<file path="src/sv/kplp_pkg.sv">
// Shared types and constants for the key press and long-press detector.
package kplp_pkg;

  localparam int KEY_W      = 24;
  localparam int TIME_W     = 32;
  localparam int KEY_PAD_W  = 32;
  localparam int IDX_OUT_W  = 5;
  localparam int CFG_IDX_W  = 4;
  localparam int CFG_DATA_W = 32;

  localparam logic [CFG_IDX_W-1:0] CFG_TIMEOUT  = CFG_IDX_W'(0);
  localparam logic [CFG_IDX_W-1:0] CFG_NUM_MASK = CFG_IDX_W'(1);

  localparam logic [TIME_W-1:0] TIMEOUT_RST  = TIME_W'(500);
  localparam logic [KEY_W-1:0]  NUM_MASK_RST = KEY_W'(1023);

  typedef enum logic [1:0] {
    ST_IDLE,
    ST_WALK,
    ST_DRAIN,
    ST_DONE
  } walk_state_t;

  typedef struct packed {
    logic             valid;
    logic             ev;
    logic             lp;
    logic [KEY_W-1:0] keys;
  } scan_res_t;

endpackage

</file>
<file path="src/sv/kplp_ifs.sv">
// Request channels: scan input, scan result and configuration write.
interface kplp_in_if;
  import kplp_pkg::*;
  logic              valid;
  logic              ready;
  logic [KEY_W-1:0]  key_bitmap;
  logic [TIME_W-1:0] time_now;
  modport source (output valid, key_bitmap, time_now, input ready);
  modport sink (input valid, key_bitmap, time_now, output ready);
endinterface

interface kplp_out_if;
  import kplp_pkg::*;
  logic                 valid;
  logic                 ready;
  logic                 event_res;
  logic [KEY_W-1:0]     keys_out;
  logic                 long_hold;
  logic                 number_pressed;
  logic [IDX_OUT_W-1:0] number_index;
  modport source (output valid, event_res, keys_out, long_hold, number_pressed,
                  number_index, input ready);
  modport sink (input valid, event_res, keys_out, long_hold, number_pressed,
                number_index, output ready);
endinterface

interface kplp_cfg_if;
  import kplp_pkg::*;
  logic                  valid;
  logic                  ready;
  logic [CFG_IDX_W-1:0]  index;
  logic [CFG_DATA_W-1:0] data;
  modport source (output valid, index, data, input ready);
  modport sink (input valid, index, data, output ready);
endinterface

</file>
<file path="src/sv/kplp_time_ram.sv">
// Press-time memory: one entry per key, registered read, per-entry valid bits.
module kplp_time_ram #(
  parameter int DEPTH = 24,
  parameter int WIDTH = 32,
  parameter int AW    = 5
) (
  input  logic             clk,
  input  logic             rst_n,
  input  logic             we,
  input  logic [AW-1:0]    waddr,
  input  logic [WIDTH-1:0] wdata,
  input  logic [AW-1:0]    raddr,
  output logic [WIDTH-1:0] rdata
);

  logic [WIDTH-1:0] mem [DEPTH];
  logic [DEPTH-1:0] valid_r;
  logic [WIDTH-1:0] rdata_r;
  logic             rvalid_r;

  always_ff @(posedge clk) begin
    if (we) begin
      mem[waddr] <= wdata;
    end
    rdata_r <= mem[raddr];
  end

  always_ff @(posedge clk) begin
    if (!rst_n) begin
      valid_r  <= '0;
      rvalid_r <= 1'b0;
    end else begin
      if (we) begin
        valid_r[waddr] <= 1'b1;
      end
      rvalid_r <= valid_r[raddr];
    end
  end

  assign rdata = rvalid_r ? rdata_r : '0;

endmodule

</file>
<file path="src/sv/kplp_walker.sv">
// Scan sequencer: change detection, per-key walk over the press-time memory.
module kplp_walker #(
  parameter int NUM_KEYS  = 24,
  parameter int TIME_BITS = 32,
  parameter int KIDX_W    = 5
) (
  input  logic                     clk,
  input  logic                     rst_n,
  kplp_in_if.sink                  in_if,
  input  logic [kplp_pkg::TIME_W-1:0] timeout,
  output kplp_pkg::scan_res_t      res,
  input  logic                     res_take,
  output logic                     mem_we,
  output logic [KIDX_W-1:0]        mem_addr,
  output logic [TIME_BITS-1:0]     mem_wdata,
  input  logic [TIME_BITS-1:0]     mem_rdata
);
  import kplp_pkg::*;

  localparam int CMP_W = (TIME_BITS > TIME_W) ? TIME_BITS : TIME_W;
  localparam logic [KIDX_W-1:0] LAST_IDX = KIDX_W'(NUM_KEYS - 1);

  walk_state_t          state_r, state_nxt;
  logic [KIDX_W-1:0]    idx_r, idx_nxt;
  logic [KIDX_W-1:0]    chk_idx_r, chk_idx_nxt;
  logic                 chk_r, chk_nxt;
  logic [KEY_W-1:0]     keys_r, keys_nxt;
  logic [KEY_W-1:0]     prev_r, prev_nxt;
  logic [KEY_W-1:0]     fresh_r, fresh_nxt;
  logic [TIME_BITS-1:0] now_r, now_nxt;
  logic                 chg_r, chg_nxt;
  logic                 lp_r, lp_nxt;
  logic [NUM_KEYS-1:0]  flags_r, flags_nxt;
  logic [KEY_PAD_W-1:0] keys_pad, fresh_pad, in_fresh_pad;
  logic [TIME_BITS-1:0] held;
  logic                 in_ready;

  assign keys_pad     = KEY_PAD_W'(keys_r);
  assign fresh_pad    = KEY_PAD_W'(fresh_r);
  assign in_fresh_pad = KEY_PAD_W'(in_if.key_bitmap & ~prev_r);
  assign held         = now_r - mem_rdata;
  assign in_if.ready  = in_ready;

  always_ff @(posedge clk) begin
    if (!rst_n) begin
      state_r <= ST_IDLE;
      chk_r   <= 1'b0;
      prev_r  <= '0;
      flags_r <= '0;
      lp_r    <= 1'b0;
      chg_r   <= 1'b0;
    end else begin
      state_r <= state_nxt;
      chk_r   <= chk_nxt;
      prev_r  <= prev_nxt;
      flags_r <= flags_nxt;
      lp_r    <= lp_nxt;
      chg_r   <= chg_nxt;
    end
  end

  always_ff @(posedge clk) begin
    idx_r     <= idx_nxt;
    chk_idx_r <= chk_idx_nxt;
    keys_r    <= keys_nxt;
    fresh_r   <= fresh_nxt;
    now_r     <= now_nxt;
  end

  always_comb begin
    state_nxt   = state_r;
    idx_nxt     = idx_r;
    chk_idx_nxt = idx_r;
    chk_nxt     = 1'b0;
    keys_nxt    = keys_r;
    prev_nxt    = prev_r;
    fresh_nxt   = fresh_r;
    now_nxt     = now_r;
    chg_nxt     = chg_r;
    lp_nxt      = lp_r;
    flags_nxt   = flags_r;
    in_ready    = 1'b0;
    mem_we      = 1'b0;
    mem_addr    = idx_r;
    mem_wdata   = now_r;
    res.valid   = 1'b0;
    res.ev      = chg_r | lp_r;
    res.lp      = lp_r;
    res.keys    = (chg_r | lp_r) ? keys_r : '0;

    // long-press check on data read last cycle
    if (chk_r && (CMP_W'(held) >= CMP_W'(timeout))) begin
      flags_nxt[chk_idx_r] = 1'b1;
      lp_nxt               = 1'b1;
    end

    case (state_r)
      ST_IDLE: begin
        in_ready = 1'b1;
        if (in_if.valid) begin
          keys_nxt  = in_if.key_bitmap;
          prev_nxt  = in_if.key_bitmap;
          fresh_nxt = in_if.key_bitmap & ~prev_r;
          now_nxt   = TIME_BITS'(in_if.time_now);
          chg_nxt   = (in_if.key_bitmap != prev_r);
          lp_nxt    = 1'b0;
          idx_nxt   = '0;
          flags_nxt = flags_r & ~in_fresh_pad[NUM_KEYS-1:0];
          if (in_if.key_bitmap == prev_r && in_if.key_bitmap == '0) begin
            state_nxt = ST_DONE;
          end else begin
            state_nxt = ST_WALK;
          end
        end
      end
      ST_WALK: begin
        if (chg_r) begin
          mem_we = fresh_pad[5'(idx_r)];
        end else begin
          chk_nxt = keys_pad[5'(idx_r)] & ~flags_r[idx_r];
        end
        idx_nxt = idx_r + KIDX_W'(1);
        if (idx_r == LAST_IDX) begin
          state_nxt = ST_DRAIN;
        end
      end
      ST_DRAIN: begin
        state_nxt = ST_DONE;
      end
      ST_DONE: begin
        res.valid = 1'b1;
        if (res_take) begin
          state_nxt = ST_IDLE;
        end
      end
      default: begin
        state_nxt = ST_IDLE;
      end
    endcase
  end

endmodule

</file>
<file path="src/sv/kplp_out_stage.sv">
// Result register: numeric-key decode and output request channel.
module kplp_out_stage (
  input  logic                    clk,
  input  logic                    rst_n,
  input  kplp_pkg::scan_res_t     res,
  output logic                    res_take,
  input  logic [kplp_pkg::KEY_W-1:0] num_mask,
  kplp_out_if.source              out_if
);
  import kplp_pkg::*;

  logic                 valid_r, valid_nxt;
  logic                 ev_r, lp_r, num_r;
  logic [KEY_W-1:0]     keys_r;
  logic [IDX_OUT_W-1:0] nidx_r;
  logic [KEY_W-1:0]     nums;
  logic [IDX_OUT_W-1:0] nidx;

  assign nums     = res.keys & num_mask;
  assign res_take = res.valid & (~valid_r | out_if.ready);

  always_comb begin
    nidx = '0;
    for (int i = KEY_W - 1; i >= 0; i--) begin
      if (nums[i]) begin
        nidx = IDX_OUT_W'(i);
      end
    end
  end

  always_comb begin
    valid_nxt = valid_r;
    if (res_take) begin
      valid_nxt = 1'b1;
    end else if (out_if.ready) begin
      valid_nxt = 1'b0;
    end
  end

  always_ff @(posedge clk) begin
    if (!rst_n) begin
      valid_r <= 1'b0;
    end else begin
      valid_r <= valid_nxt;
    end
  end

  always_ff @(posedge clk) begin
    if (res_take) begin
      ev_r   <= res.ev;
      lp_r   <= res.lp;
      keys_r <= res.keys;
      num_r  <= |nums;
      nidx_r <= nidx;
    end
  end

  assign out_if.valid          = valid_r;
  assign out_if.event_res      = ev_r;
  assign out_if.keys_out       = keys_r;
  assign out_if.long_hold      = lp_r;
  assign out_if.number_pressed = num_r;
  assign out_if.number_index   = nidx_r;

endmodule

</file>
<file path="src/sv/key_press_long_press_detector.sv">
// Key press and long-press detector, top level.
// One scan is accepted at a time. A scan whose bitmap is unchanged and zero
// goes straight to the done state, and its result is registered once the
// output stage can take it, after which the detector is idle again.
// Any other scan walks the press-time memory one key per cycle, set by the
// single read/write port of that memory, then passes the drain state before
// its result is offered in the done state. The result sits in an output
// register, so the next scan is taken while it waits. Press times reset to
// zero through per-key valid bits; no clearing pass is needed.
// Configuration writes are always ready and must only come while idle.
module key_press_long_press_detector #(
  parameter int NUM_KEYS  = 24,
  parameter int TIME_BITS = 32
) (
  input  logic       clk,
  input  logic       rst_n,
  kplp_in_if.sink    in_if,
  kplp_out_if.source out_if,
  kplp_cfg_if.sink   cfg_if
);
  import kplp_pkg::*;

  localparam int KIDX_W = (NUM_KEYS > 1) ? $clog2(NUM_KEYS) : 1;

  logic [TIME_W-1:0]    timeout_r;
  logic [KEY_W-1:0]     num_mask_r;
  scan_res_t            res;
  logic                 res_take;
  logic                 mem_we;
  logic [KIDX_W-1:0]    mem_addr;
  logic [TIME_BITS-1:0] mem_wdata;
  logic [TIME_BITS-1:0] mem_rdata;

  assign cfg_if.ready = 1'b1;

  always_ff @(posedge clk) begin
    if (!rst_n) begin
      timeout_r  <= TIMEOUT_RST;
      num_mask_r <= NUM_MASK_RST;
    end else if (cfg_if.valid) begin
      if (cfg_if.index == CFG_TIMEOUT) begin
        timeout_r <= TIME_W'(cfg_if.data);
      end else if (cfg_if.index == CFG_NUM_MASK) begin
        num_mask_r <= cfg_if.data[KEY_W-1:0];
      end
    end
  end

  kplp_walker #(
    .NUM_KEYS  (NUM_KEYS),
    .TIME_BITS (TIME_BITS),
    .KIDX_W    (KIDX_W)
  ) u_walker (
    .clk       (clk),
    .rst_n     (rst_n),
    .in_if     (in_if),
    .timeout   (timeout_r),
    .res       (res),
    .res_take  (res_take),
    .mem_we    (mem_we),
    .mem_addr  (mem_addr),
    .mem_wdata (mem_wdata),
    .mem_rdata (mem_rdata)
  );

  kplp_time_ram #(
    .DEPTH (NUM_KEYS),
    .WIDTH (TIME_BITS),
    .AW    (KIDX_W)
  ) u_time_ram (
    .clk   (clk),
    .rst_n (rst_n),
    .we    (mem_we),
    .waddr (mem_addr),
    .wdata (mem_wdata),
    .raddr (mem_addr),
    .rdata (mem_rdata)
  );

  kplp_out_stage u_out_stage (
    .clk      (clk),
    .rst_n    (rst_n),
    .res      (res),
    .res_take (res_take),
    .num_mask (num_mask_r),
    .out_if   (out_if)
  );

endmodule

</file>
<file path="src/flat_wrapper.sv">
// flat-port wrapper written by rule: the top's interface ports become plain ports
module key_press_long_press_detector_flat import kplp_pkg::*;
#(
  parameter int NUM_KEYS  = 24,
  parameter int TIME_BITS = 32
)
  (clk, rst_n, in_if_valid, in_if_key_bitmap, in_if_time_now, in_if_ready, out_if_valid, out_if_event_res, out_if_keys_out, out_if_long_hold, out_if_number_pressed, out_if_number_index, out_if_ready, cfg_if_valid, cfg_if_index, cfg_if_data, cfg_if_ready);
  kplp_in_if in_if_i ();
  kplp_out_if out_if_i ();
  kplp_cfg_if cfg_if_i ();
  input  logic clk;
  input  logic rst_n;
  input wire logic [$bits(in_if_i.valid)-1:0] in_if_valid;
  input wire logic [$bits(in_if_i.key_bitmap)-1:0] in_if_key_bitmap;
  input wire logic [$bits(in_if_i.time_now)-1:0] in_if_time_now;
  output wire logic [$bits(in_if_i.ready)-1:0] in_if_ready;
  output wire logic [$bits(out_if_i.valid)-1:0] out_if_valid;
  output wire logic [$bits(out_if_i.event_res)-1:0] out_if_event_res;
  output wire logic [$bits(out_if_i.keys_out)-1:0] out_if_keys_out;
  output wire logic [$bits(out_if_i.long_hold)-1:0] out_if_long_hold;
  output wire logic [$bits(out_if_i.number_pressed)-1:0] out_if_number_pressed;
  output wire logic [$bits(out_if_i.number_index)-1:0] out_if_number_index;
  input wire logic [$bits(out_if_i.ready)-1:0] out_if_ready;
  input wire logic [$bits(cfg_if_i.valid)-1:0] cfg_if_valid;
  input wire logic [$bits(cfg_if_i.index)-1:0] cfg_if_index;
  input wire logic [$bits(cfg_if_i.data)-1:0] cfg_if_data;
  output wire logic [$bits(cfg_if_i.ready)-1:0] cfg_if_ready;
  assign in_if_i.valid = in_if_valid;
  assign in_if_i.key_bitmap = in_if_key_bitmap;
  assign in_if_i.time_now = in_if_time_now;
  assign in_if_ready = in_if_i.ready;
  assign out_if_valid = out_if_i.valid;
  assign out_if_event_res = out_if_i.event_res;
  assign out_if_keys_out = out_if_i.keys_out;
  assign out_if_long_hold = out_if_i.long_hold;
  assign out_if_number_pressed = out_if_i.number_pressed;
  assign out_if_number_index = out_if_i.number_index;
  assign out_if_i.ready = out_if_ready;
  assign cfg_if_i.valid = cfg_if_valid;
  assign cfg_if_i.index = cfg_if_index;
  assign cfg_if_i.data = cfg_if_data;
  assign cfg_if_ready = cfg_if_i.ready;
  key_press_long_press_detector #(.NUM_KEYS(NUM_KEYS), .TIME_BITS(TIME_BITS)) u_core (.clk(clk), .rst_n(rst_n), .in_if(in_if_i), .out_if(out_if_i), .cfg_if(cfg_if_i));
endmodule
</file>
<file path="config.mk">
export PLATFORM = sky130hd
export DESIGN_NAME = key_press_long_press_detector_flat
export DESIGN_NICKNAME = d
export VERILOG_FILES = /design/src/sv/kplp_pkg.sv /design/src/sv/kplp_ifs.sv /design/src/sv/kplp_time_ram.sv /design/src/sv/kplp_walker.sv /design/src/sv/kplp_out_stage.sv /design/src/sv/key_press_long_press_detector.sv /design/src/flat_wrapper.sv
export SDC_FILE = /design/constraint.sdc
export NUM_CORES = 1
export LEC_CHECK = 0
export BUFFER_PORTS_ARGS = -buffer_cell sky130_fd_sc_hd__buf_2
export CORE_UTILIZATION = 55
export CTS_BUF_LIST = sky130_fd_sc_hd__clkbuf_4
export DETAILED_ROUTE_END_ITERATION = 8
export PLACE_DENSITY = 0.75
export SLEW_MARGIN = 20
export SYNTH_ARGS = -nofsm -noshare
export SYNTH_HDL_FRONTEND = slang
export SYNTH_SLANG_ARGS = --single-unit
</file>
<file path="constraint.sdc">
create_clock -name clk -period 4.1 [get_ports clk]
set_input_delay 0.205 -clock clk [delete_from_list [all_inputs] [get_ports clk]]
set_output_delay 0.205 -clock clk [all_outputs]
set_load 0.03 [all_outputs]
</file>
=== Yosys cells after proc, flatten, opt, wreduce, memory -nomap -nowiden ===
Memories as Yosys holds them, arrays and structs flattened. A register that Yosys moved wholly into a read port is not among the register bits.
Cells that the tools add are included.

* Divide/modulo/power cells: 0
* Equal/unequal tests: 10
* $mul: 0
* Bitwise operators: 18
* Reduce and logical (&&, ||, !) cells: 20
* $lt $le $gt $ge: 5
* Mux-type cells: 58
* Add/sub/neg operators: 2
* Shifts and indexed selects: 0

{| class="wikitable"
|+ Operators with widths
! operator !! number
|-
| AND 24 bit || 4
|-
| 2-to-1 mux 24 bit || 4
|-
| NOT 24 bit || 3
|-
| OR 24 bit || 2
|-
| 2-to-1 mux 5 bit || 9
|-
| greater-or-equal comparator 32 bit || 1
|-
| 2-to-1 mux 32 bit || 1
|-
| 2-to-1 mux 4 bit || 8
|-
| subtractor 32 bit || 1
|-
| equality test 24 bit || 1
|-
| logical NOT 24 bit || 1
|-
| != test 24 bit || 1
|-
| OR reduction 24 bit || 1
|-
| binary-select mux 1 bit (select 5 bit) || 4
|-
| 2-to-1 mux 1 bit || 18
|-
| OR reduction 16 bit || 1
|-
| < comparator 5 x 6 -> 1 bit (second input constant) || 2
|-
| 2-to-1 mux 2 bit || 6
|-
| 2-to-1 mux 3 bit || 4
|-
| demux 1 bit (select 5 bit) || 2
|-
| greater-or-equal comparator 5 x 1 -> 1 bit (second input constant) || 2
|-
| one-hot mux 5 bit (2 select lines) || 1
|-
| one-hot mux 2 bit (4 select lines) || 1
|-
| OR reduction 8 bit || 1
|-
| other kinds (19) || 34
|}

* RAM bits: 768
* Latch bits: 0
* Memories kept: 1
* Bits in registers: 257
* Word-level logic and storage cells: 139
* ROM bits: 0
* Output and inout bits: 35

{| class="wikitable"
|+ Memory list
! name !! depth !! width !! read ports !! clocked after Yosys merged registers in !! wr ports !! RTL line !! source
|-
| u_core.u_time_ram.mem || 24 || 32 || 1 || 1 || 1 || kplp_time_ram.sv:16 || <nowiki>logic [WIDTH-1:0] mem [DEPTH];</nowiki>
|}

=== Longest topological paths before layout ===
Gate-level depths: netlist (run 1).

* Depth after elaboration: 26
* Depth in mapped cells: 21
* Gate-level depth less buffers: 20

=== Modules after synthesis ===
From an unflattened synthesis (run 1), not the netlist that was laid out.

* Cells, all modules: 2619
* Area, all modules: 43266.5 um^2

{| class="wikitable"
|+ Modules (own cells, without submodules)
! module !! times used !! cells each !! area each (um^2)
|-
| kplp_time_ram || 1 || 1412 || 31066.0
|-
| kplp_walker || 1 || 873 || 8573.2
|-
| key_press_long_press_detector || 1 || 233 || 2254.7
|-
| kplp_out_stage || 1 || 101 || 1372.6
|}

=== Least setup slack after synthesis (run 1) ===
No wires, ideal clock.

* Kind: register to register
* Start: reg u_core.u_walker.idx_r[4] (netlist: u_core.u_walker.mem_addr[4])
* End: mem u_core.u_time_ram.mem[23][0] (enable)
* Data arrival time: 3.902 ns
* Period minus slack after synthesis: 4.385 ns
* Data required time: 3.617 ns
* Buffers on the path: 1
* Path slack: -0.285 ns
* Stages on the path, launching flop included: 5
* Setup time: 0.483 ns
* Path through: edfxtp_1 clkbuf_1 nor3b_1 a22oi_1 a311oi_1

* Cells in the longest elaborated chain, start to end: 6

{| class="wikitable"
|+ Ends and longest elaborated chain
! item !! RTL line !! source
|-
| start: declaration || kplp_walker.sv:24 || <nowiki>logic [KIDX_W-1:0] idx_r, idx_nxt;</nowiki>
|-
| start signal: assignment || kplp_walker.sv:63 || <nowiki>idx_r <= idx_nxt;</nowiki>
|-
| binary-select mux 1 bit (select 5 bit) || kplp_walker.sv:118 || <nowiki>mem_we = fresh_pad[5'(idx_r)];</nowiki>
|-
| 2-to-1 mux 1 bit (implied by the code) || kplp_walker.sv:118 ||
|-
| 2-to-1 mux 1 bit || kplp_walker.sv:117 || <nowiki>if (chg_r) begin</nowiki>
|-
| 2-to-1 mux 1 bit || kplp_walker.sv:97 || <nowiki>case (state_r)</nowiki>
|-
| 2-to-1 mux 1 bit || kplp_time_ram.sv:22 || <nowiki>if (we) begin</nowiki>
|-
| 2-to-1 mux 1 bit (implied by the code) || kplp_time_ram.sv:23 || <nowiki>mem[waddr] <= wdata;</nowiki>
|-
| end: declaration || kplp_time_ram.sv:16 ||
|}

Parallel ways exist; a longest one is shown, timed or not. The select of a mux whose other input is x is not followed.

=== Worst setup path after layout (run 1) ===
* Start: reg u_core.u_time_ram.rvalid_r
* End: reg u_core.u_walker.flags_r[3]

* Cells in the longest elaborated chain, start to end: 7

{| class="wikitable"
|+ Ends and longest elaborated chain
! item !! RTL line !! source
|-
| start: declaration || kplp_time_ram.sv:19 || <nowiki>logic rvalid_r;</nowiki>
|-
| start signal: assignment || kplp_time_ram.sv:36 || <nowiki>rvalid_r <= valid_r[raddr];</nowiki>
|-
| 2-to-1 mux 32 bit (*) || kplp_time_ram.sv:40 || <nowiki>assign rdata = rvalid_r ? rdata_r : '0;</nowiki>
|-
| subtractor 32 bit (*) || kplp_walker.sv:41 || <nowiki>assign held = now_r - mem_rdata;</nowiki>
|-
| greater-or-equal comparator 32 bit (*) || kplp_walker.sv:92 || <nowiki>if (chk_r && (CMP_W'(held) >= CMP_W'(timeout))) begin</nowiki>
|-
| logical AND 1 bit (*) || kplp_walker.sv:92 ||
|-
| 2-to-1 mux 24 bit (*) || kplp_walker.sv:92 ||
|-
| 2-to-1 mux 24 bit || kplp_walker.sv:100 || <nowiki>if (in_if.valid) begin</nowiki>
|-
| 2-to-1 mux 24 bit (*) || kplp_walker.sv:97 ||
|-
| end signal: assignment || kplp_walker.sv:56 || <nowiki>flags_r <= flags_nxt;</nowiki>
|-
| end: declaration || kplp_walker.sv:33 || <nowiki>logic [NUM_KEYS-1:0] flags_r, flags_nxt;</nowiki>
|}

Mark *: on every way between the ends. The rest lies on a longest branch, timed or not.
A chain may end at the register's enable or synchronous reset.

==> results of run 1 <==
==> power by group through the flow <==
stage,combinational [W],sequential (W),clock [W]
2_1_floorplan,0.00500,0.0134,0
3_3_place_gp,0.00732,0.0133,0
3_5_place_dp,0.00750,0.0134,0
4_1_cts,0.00777,0.0131,0.00907
5_1_grt,0.00858,0.0132,0.00963
6_report,0.00805,0.0132,0.00894
==> state kept, by name (all words and copies together) (netlist names), 24 cells and up <==
register                            cells
u_core.u_time_ram.mem                 768
u_core.timeout_r                       32
u_core.u_time_ram.rdata_r              32
u_core.u_walker.mem_wdata              32
u_core.num_mask_r                      24
u_core.u_out_stage.out_if.keys_out     24
u_core.u_time_ram.valid_r              24
u_core.u_walker.flags_r                24
u_core.u_walker.fresh_r                24
u_core.u_walker.keys_r                 24
u_core.u_walker.prev_r                 24
==> timing repair <==
| item | in CTS | in global routing |
|---|---|---|
| endpoints found under the hold margin | 228 | 0 |
| pin swaps | 20 | 44 |
| cloned | 1 | 2 |
| resized for setup | 24 | 68 |
| setup endpoints to repair | 25 | 25 |
| buffers inserted | 7 | 7 |
| hold buffers | 206 | 0 |
==> tightest hold or removal path, cell delays in order <==
cell           delay [ns]
dlygate4sd3_1        0.53
buf_2                0.15
ha_1                 0.19
==> through the flow <==
stage | setup TNS [ns] | util | std cells | setup WS (ns)
floorplan | 0 | - | 2543 | 0.00609
global placement | -6.15 | 0.598 | 3737 | -0.249
finish | -1.56 | 0.679 | 4423 | -0.0906
detailed placement | -7.50 | 0.598 | 3737 | -0.335
CTS | -0.260 | 0.672 | 4409 | -0.0578
global route | -4.13 | 0.679 | 4423 | -0.194
==> synth_stat cells, drive strengths merged (12+ instances only) <==
cell type and instances:
ha 96, nor2b 29, xor2 13, nor2 124
nand3 78, o31ai 25, clkbuf 88, mux4 216
inv 72, nand4 18, o21ai 19, a21oi 111
edfxtp 885, a21o 23, nand2 299, xnor2 17
buf 32, a22oi 74, mux2 33, a31oi 12
dfxtp 172
==> path summary, 6_finish.rpt <==
kind         cells past startpoint  slack (ns)                          end
max                             21       -0.09   u_core.u_walker.flags_r[3]
min                              3        0.16  u_core.u_walker.fresh_r[15]
max reg2reg                     21       -0.09   u_core.u_walker.flags_r[3]
min reg2reg                      2        0.46    u_core.u_walker.prev_r[0]
==> layer usage <==
layer | track usage | share of wire
met1 | 0.395 | 0.38
met2 | 0.470 | 0.48
met3 | 0.0588 | 0.10
met4 | 0.144 | 0.040
met5 | 0 | 0.00011
==> cell families after synthesis <==
logic type / after synthesis / synth area share
flops: 1057 / 0.711
simple gates: 597 / 0.0614
compound gates: 319 / 0.0504
mux: 250 / 0.124
buf+inv: 192 / 0.0179
fa+ha+maj: 97 / 0.0289
xor+xnor: 30 / 0.00622
other cells: 1 / 0.0000888
==> cells in the final DEF (no fill, tap or decap), types with 5 or more instances in the layout <==
cell type	synthesis	routed
a21o_1	23	23
a21oi_1	111	103
a21oi_2	0	6
a22oi_1	74	74
a31oi_1	11	6
buf_12	0	25
buf_2	23	130
buf_4	2	140
bufinv_16	0	7
clkbuf_4	0	391
clkinv_1	0	49
clkinv_2	0	6
dfxtp_1	172	171
dlygate4sd3_1	0	206
edfxtp_1	885	885
ha_1	96	85
ha_4	0	10
inv_1	71	70
inv_2	1	5
mux2_2	33	33
mux4_2	216	216
nand2_1	299	291
nand2_2	0	5
nand3_1	78	78
nand4_1	18	18
nor2_1	124	99
nor2_4	0	24
nor2b_1	29	27
nor3_1	11	8
nor4_1	9	7
o211ai_1	9	9
o21a_1	7	7
o21ai_0	19	15
o31ai_1	25	9
o31ai_2	0	11
o31ai_4	0	5
xnor2_1	17	16
xor2_1	13	13
==> cell type report <==
| type | instances | area [um^2] |
|---|---|---|
| diodes | 4 | 10.0 |
| multi-input cells | 1294 | 12200 |
| clock inverters | 67 | 448 |
| fillers | 4892 | 24400 |
| clock buffers | 391 | 2940 |
| well taps | 1030 | 1290 |
| repair buffers | 508 | 4410 |
| flip-flops and latches | 1057 | 30000 |
| inverters | 72 | 273 |
==> results.toml, run 1 <==
[synthesis]
ys_types = 64
synth-edff-count = 885
syn_nets = 2737
ys_seq_area_frac = 0.711
syn-cell-area_mm2 = 0.0422
synth_area_leaders = "edfxtp_1 63%, mux4_2 12%, dfxtp_1 8.2%, ha_1 2.8%, nand2_1 2.7%"
yosysWarnings = 0
synthArstFlopShare = 0
synth_ff_type = "edfxtp_1"
avgSynthCellArea_um2 = 16.6
synth_cells = 2543
synth_top_area_frac = 0.629
synth_top_cell_by_area = "edfxtp_1"
ys_seq_elements = 1057

[placement]
portBuffers = 130
hpwl_mm = 65.7
globalplace.congestion = 0.936
dpl_cell_area_mm2 = 0.0454

[pwr]
switching_share = 0.306
p_sw_w = 0.00924
report.power.total_w = 0.0302
p_clk_frac = 0.296
seqPwrFrac = 0.437
irDropWorstVdd_mv = 0.535
cellPowerDensity_mw_per_mm2 = 585
comb_power_share = 0.267
p_leak_nw = 17.7
power.internal_w = 0.0210

[routing]
detail_route.iter0.violations = 3407
drc = 0
wl_per_cell_um = 26.0
wirelength_mm = 115
ant_nets = 0
drtPass1Iterations = 7
viasPerCell = 6.12
dr_total_vias = 27063

[cells_and_area]
nets = 3408
fin_area_mm2 = 0.0516
area_growth_pct = 22.1
layout-drive-gt1-share = 0.316

[worst_hold_path]
min_from = "in_if_key_bitmap[15]"
hold_path.class = "in2reg"

[setup_path]
crit_type = "reg2reg"
critPathTopFamily = "compound AO/OA/AOI/OAI gates"
worstPathArrival_ns = 5.11
crit_path_end_kind = "register"
path_cells = "buf_8 -> buf_12 -> nand2_2 -> ha_4 -> o211a_4 -> a211oi_4 -> a31oi_4 -> a211oi_4 -> a31oi_4 -> a211o_1 -> a221oi_2 -> xnor2_1 -> ha_1 -> a21o_1 -> a21o_1 -> a21oi_2 -> o21ai_2 -> a2bb2oi_2 -> buf_6 -> clkbuf_16 -> o31ai_1"
worstSetupStartpointType = "register"
r2r-start = "u_core.u_time_ram.rvalid_r"
cp_slowest_cell = "dfxtp_2"
required_ns = 5.02
slowest_delay_ns = 0.37
worst-path-buf-inv = 4
worstSetupStartpoint = "u_core.u_time_ram.rvalid_r"
cp_max_fo = 6

[floorplanning]
die_w_um = 279
ios = 132
die_y_um = 279
core_mm2 = 0.0759
fp-row-count = 101
start_util = 0.556
die-area_mm2 = 0.0779

[global_route]
antenna_found_initial = 3
grt_pass1_wl_mm = 168
grt_use_total = 0.296
overflow = 0
grt_pass1_vias = 27517
grt_max_degree = 118

[sta]
slew_viol_final = 0
relSlewSlack = 0.318
rsz0062_at_grt = "true"
period_share = 1.02
whs_ns = 0.161
setup_viol = 25
hold_violations = 0
fmax_mhz = 239
fin_skew_ns = 0.137
fin_crit_ns = 4.19
setup_ws_ns = -0.0906
worst_slew_pin_slew_ns = 1.02

[clock_network]
cts.sinks = 1057
cts_max_level = 5
clk_path_buf_depth = 4
cts-root-buf = "clkbuf_4"
clk_latency_ns = 1.12
cts_tree = "yes"
cts_inserted_buffers = 281
clkTransAtPathRegs_ns = 0.06

[flow_run]
maxCapViolCount = 0

[outcome]
outcome = "finished with violations"
violations = "setup timing"
Note: power is estimated with default switching activity, not from simulation.
==> run 2: changes to the inputs <==
--- a/config.mk
+++ b/config.mk
@@ -7,2 +7,3 @@
 export LEC_CHECK = 0
+export ABC_CLOCK_PERIOD_IN_PS = 4100
 export BUFFER_PORTS_ARGS = -buffer_cell sky130_fd_sc_hd__buf_2
@@ -12,2 +13,3 @@
 export PLACE_DENSITY = 0.75
+export REMOVE_ABC_BUFFERS = 1
 export SLEW_MARGIN = 20
--- a/constraint.sdc
+++ b/constraint.sdc
@@ -3,2 +3,2 @@
 set_output_delay 0.205 -clock clk [all_outputs]
-set_load 0.03 [all_outputs]
+set_load 0.05 [all_outputs]
==> results.toml, run 2 (synthesized netlist as in run 1, its figures left out) <==
[floorplanning]
die_w_um = 279
die_y_um = 279
fp-row-count = 101
ios = 132
core_mm2 = 0.0759
start_util = 0.556
die-area_mm2 = 0.0779

[clock_network]
clk_path_buf_depth = 4
cts_max_level = 5
clk_latency_ns = 1.15
clkTransAtPathRegs_ns = 0.06
cts.sinks = 1057
cts_tree = "yes"
cts-root-buf = "clkbuf_4"
cts_inserted_buffers = 281

[sta]
fin_crit_ns = 4.21
setup_viol = 25
fin_tns_setup_ns = -2.05
rsz0062_at_grt = "true"
worst_slew_pin_slew_ns = 1.10
whs_ns = 0.156
hold_violations = 0
relSlewSlack = 0.269
slew_viol_final = 0
period_share = 1.03
fin_skew_ns = 0.145
fmax_mhz = 237
setup_ws_ns = -0.115

[outcome]
violations = "setup timing"
outcome = "finished with violations"

[pwr]
power.internal_w = 0.0208
comb_power_share = 0.274
p_clk_frac = 0.289
switching_share = 0.310
p_sw_w = 0.00934
irDropWorstVdd_mv = 0.506
cellPowerDensity_mw_per_mm2 = 580
p_leak_nw = 17.8
seqPwrFrac = 0.437

[setup_path]
worstPathArrival_ns = 5.15
crit_type = "reg2reg"
required_ns = 5.03
crit_path_end_kind = "register"
worstSetupStartpointType = "register"
cp_max_fo = 7

[cells_and_area]
area_growth_pct = 23.2
regMostFlops = "u_core.u_time_ram.mem"
layout_commonest_cell = "edfxtp_1"
largest_reg_flops = 768
nets = 3442
final_cell_mix = "885 x edfxtp_1, 408 x clkbuf_4, 290 x nand2_1, 216 x mux4_2, 214 x dlygate4sd3_1"
layout-drive-gt1-share = 0.326
final_core_util = 0.685

[global_route]
grt_pass1_wl_mm = 171
grt_pass1_vias = 28135
grt_max_degree = 128
overflow = 0
antenna_found_initial = 7
grt_use_total = 0.301

[routing]
wl_per_cell_um = 26.0
detail_route.iter0.violations = 2976
viasPerCell = 6.08
wirelength_mm = 116
dr.max_layer_used = "met5"
drtPass1Iterations = 8
drc = 0
ant_nets = 0
wl_met2_mm = 56.7
drt-met1-wl_mm = 43.0
dr_total_vias = 27163
met3_length_mm = 11.4

[worst_hold_path]
hold_path.class = "in2reg"

[flow_run]
maxCapViolCount = 0

[placement]
hpwl_mm = 65.0
globalplace.congestion = 0.938
portBuffers = 130
[run 2: routing by layer]
metal  global-route usage  up-vias
li1                     -    11523
met1                0.384    13484
met2                0.489     1821
met3               0.0713      333
met4                0.146        2
met5                    0        -
[run 2: final cells by class]
class | instances | area, um^2
sequential | 1057 | 30000
fill | 4859 | 23900
multi-input combinational | 1294 | 12300
timing repair buffer | 542 | 4780
clock buffer | 408 | 3060
tap | 1030 | 1290
inverter | 72 | 273
clock inverter | 56 | 243
antenna | 7 | 17.5
[run 2: what timing repair did]
item,4_1_cts,5_1_grt
setup endpoints to repair,25,25
gates resized for setup,66,62
buffers inserted,14,12
pin swaps,45,46
hold endpoints to repair,228,0
hold buffers,214,0
cloned,2,1
[run 2: stage by stage]
stage | power [W] | cells | area, um^2 | setup slack [ns]
5_1_grt | 0.0314 | 4464 | 52000 | -0.284
6_report | 0.0302 | 4466 | 52000 | -0.115
2_1_floorplan | 0.0184 | 2423 | 41700 | -8.50
3_5_place_dp | 0.0210 | 3755 | 45600 | -0.282
4_1_cts | 0.0300 | 4448 | 51500 | 0.00652
3_3_place_gp | 0.0208 | 3755 | 45600 | -0.189
[run 2: path summary, 6_finish.rpt]
path | startpoint | end | slack, ns | cells past startpoint
max | u_core.u_time_ram.rvalid_r | u_core.u_walker.flags_r[19] | -0.11 | 21
min | in_if_key_bitmap[14] | u_core.u_walker.state_r[1] | 0.16 | 7
max reg2reg | u_core.u_time_ram.rvalid_r | u_core.u_walker.flags_r[19] | -0.11 | 21
min reg2reg | u_core.u_walker.prev_r[7] | u_core.u_walker.prev_r[7] | 0.46 | 2
[run 2: worst max-delay path, cell delays in order (launching register included)]
cell       delay [ns]
dfxtp_2          0.35
buf_8            0.15
nand2_8          0.07
ha_4             0.22
and2_4           0.15
a221oi_4         0.31
a31oi_4          0.15
a211oi_4         0.31
buf_4            0.17
buf_6            0.09
o21bai_1         0.07
xor2_1           0.17
ha_1             0.31
a21o_1           0.18
a21o_1           0.18
a2111oi_4        0.36
o21ai_2          0.12
a31oi_4          0.19
a2bb2oi_4        0.18
buf_12           0.14
buf_12           0.13
o31ai_2          0.06
[run 2: power groups by stage]
stage	Sequential [W]	Clock [W]	Combinational, W
CTS	0.0131	0.00882	0.00804
detailed placement	0.0133	0	0.00768
global route	0.0132	0.00945	0.00881
finish	0.0132	0.00872	0.00827
global placement	0.0133	0	0.00751
floorplan	0.0140	0	0.00439
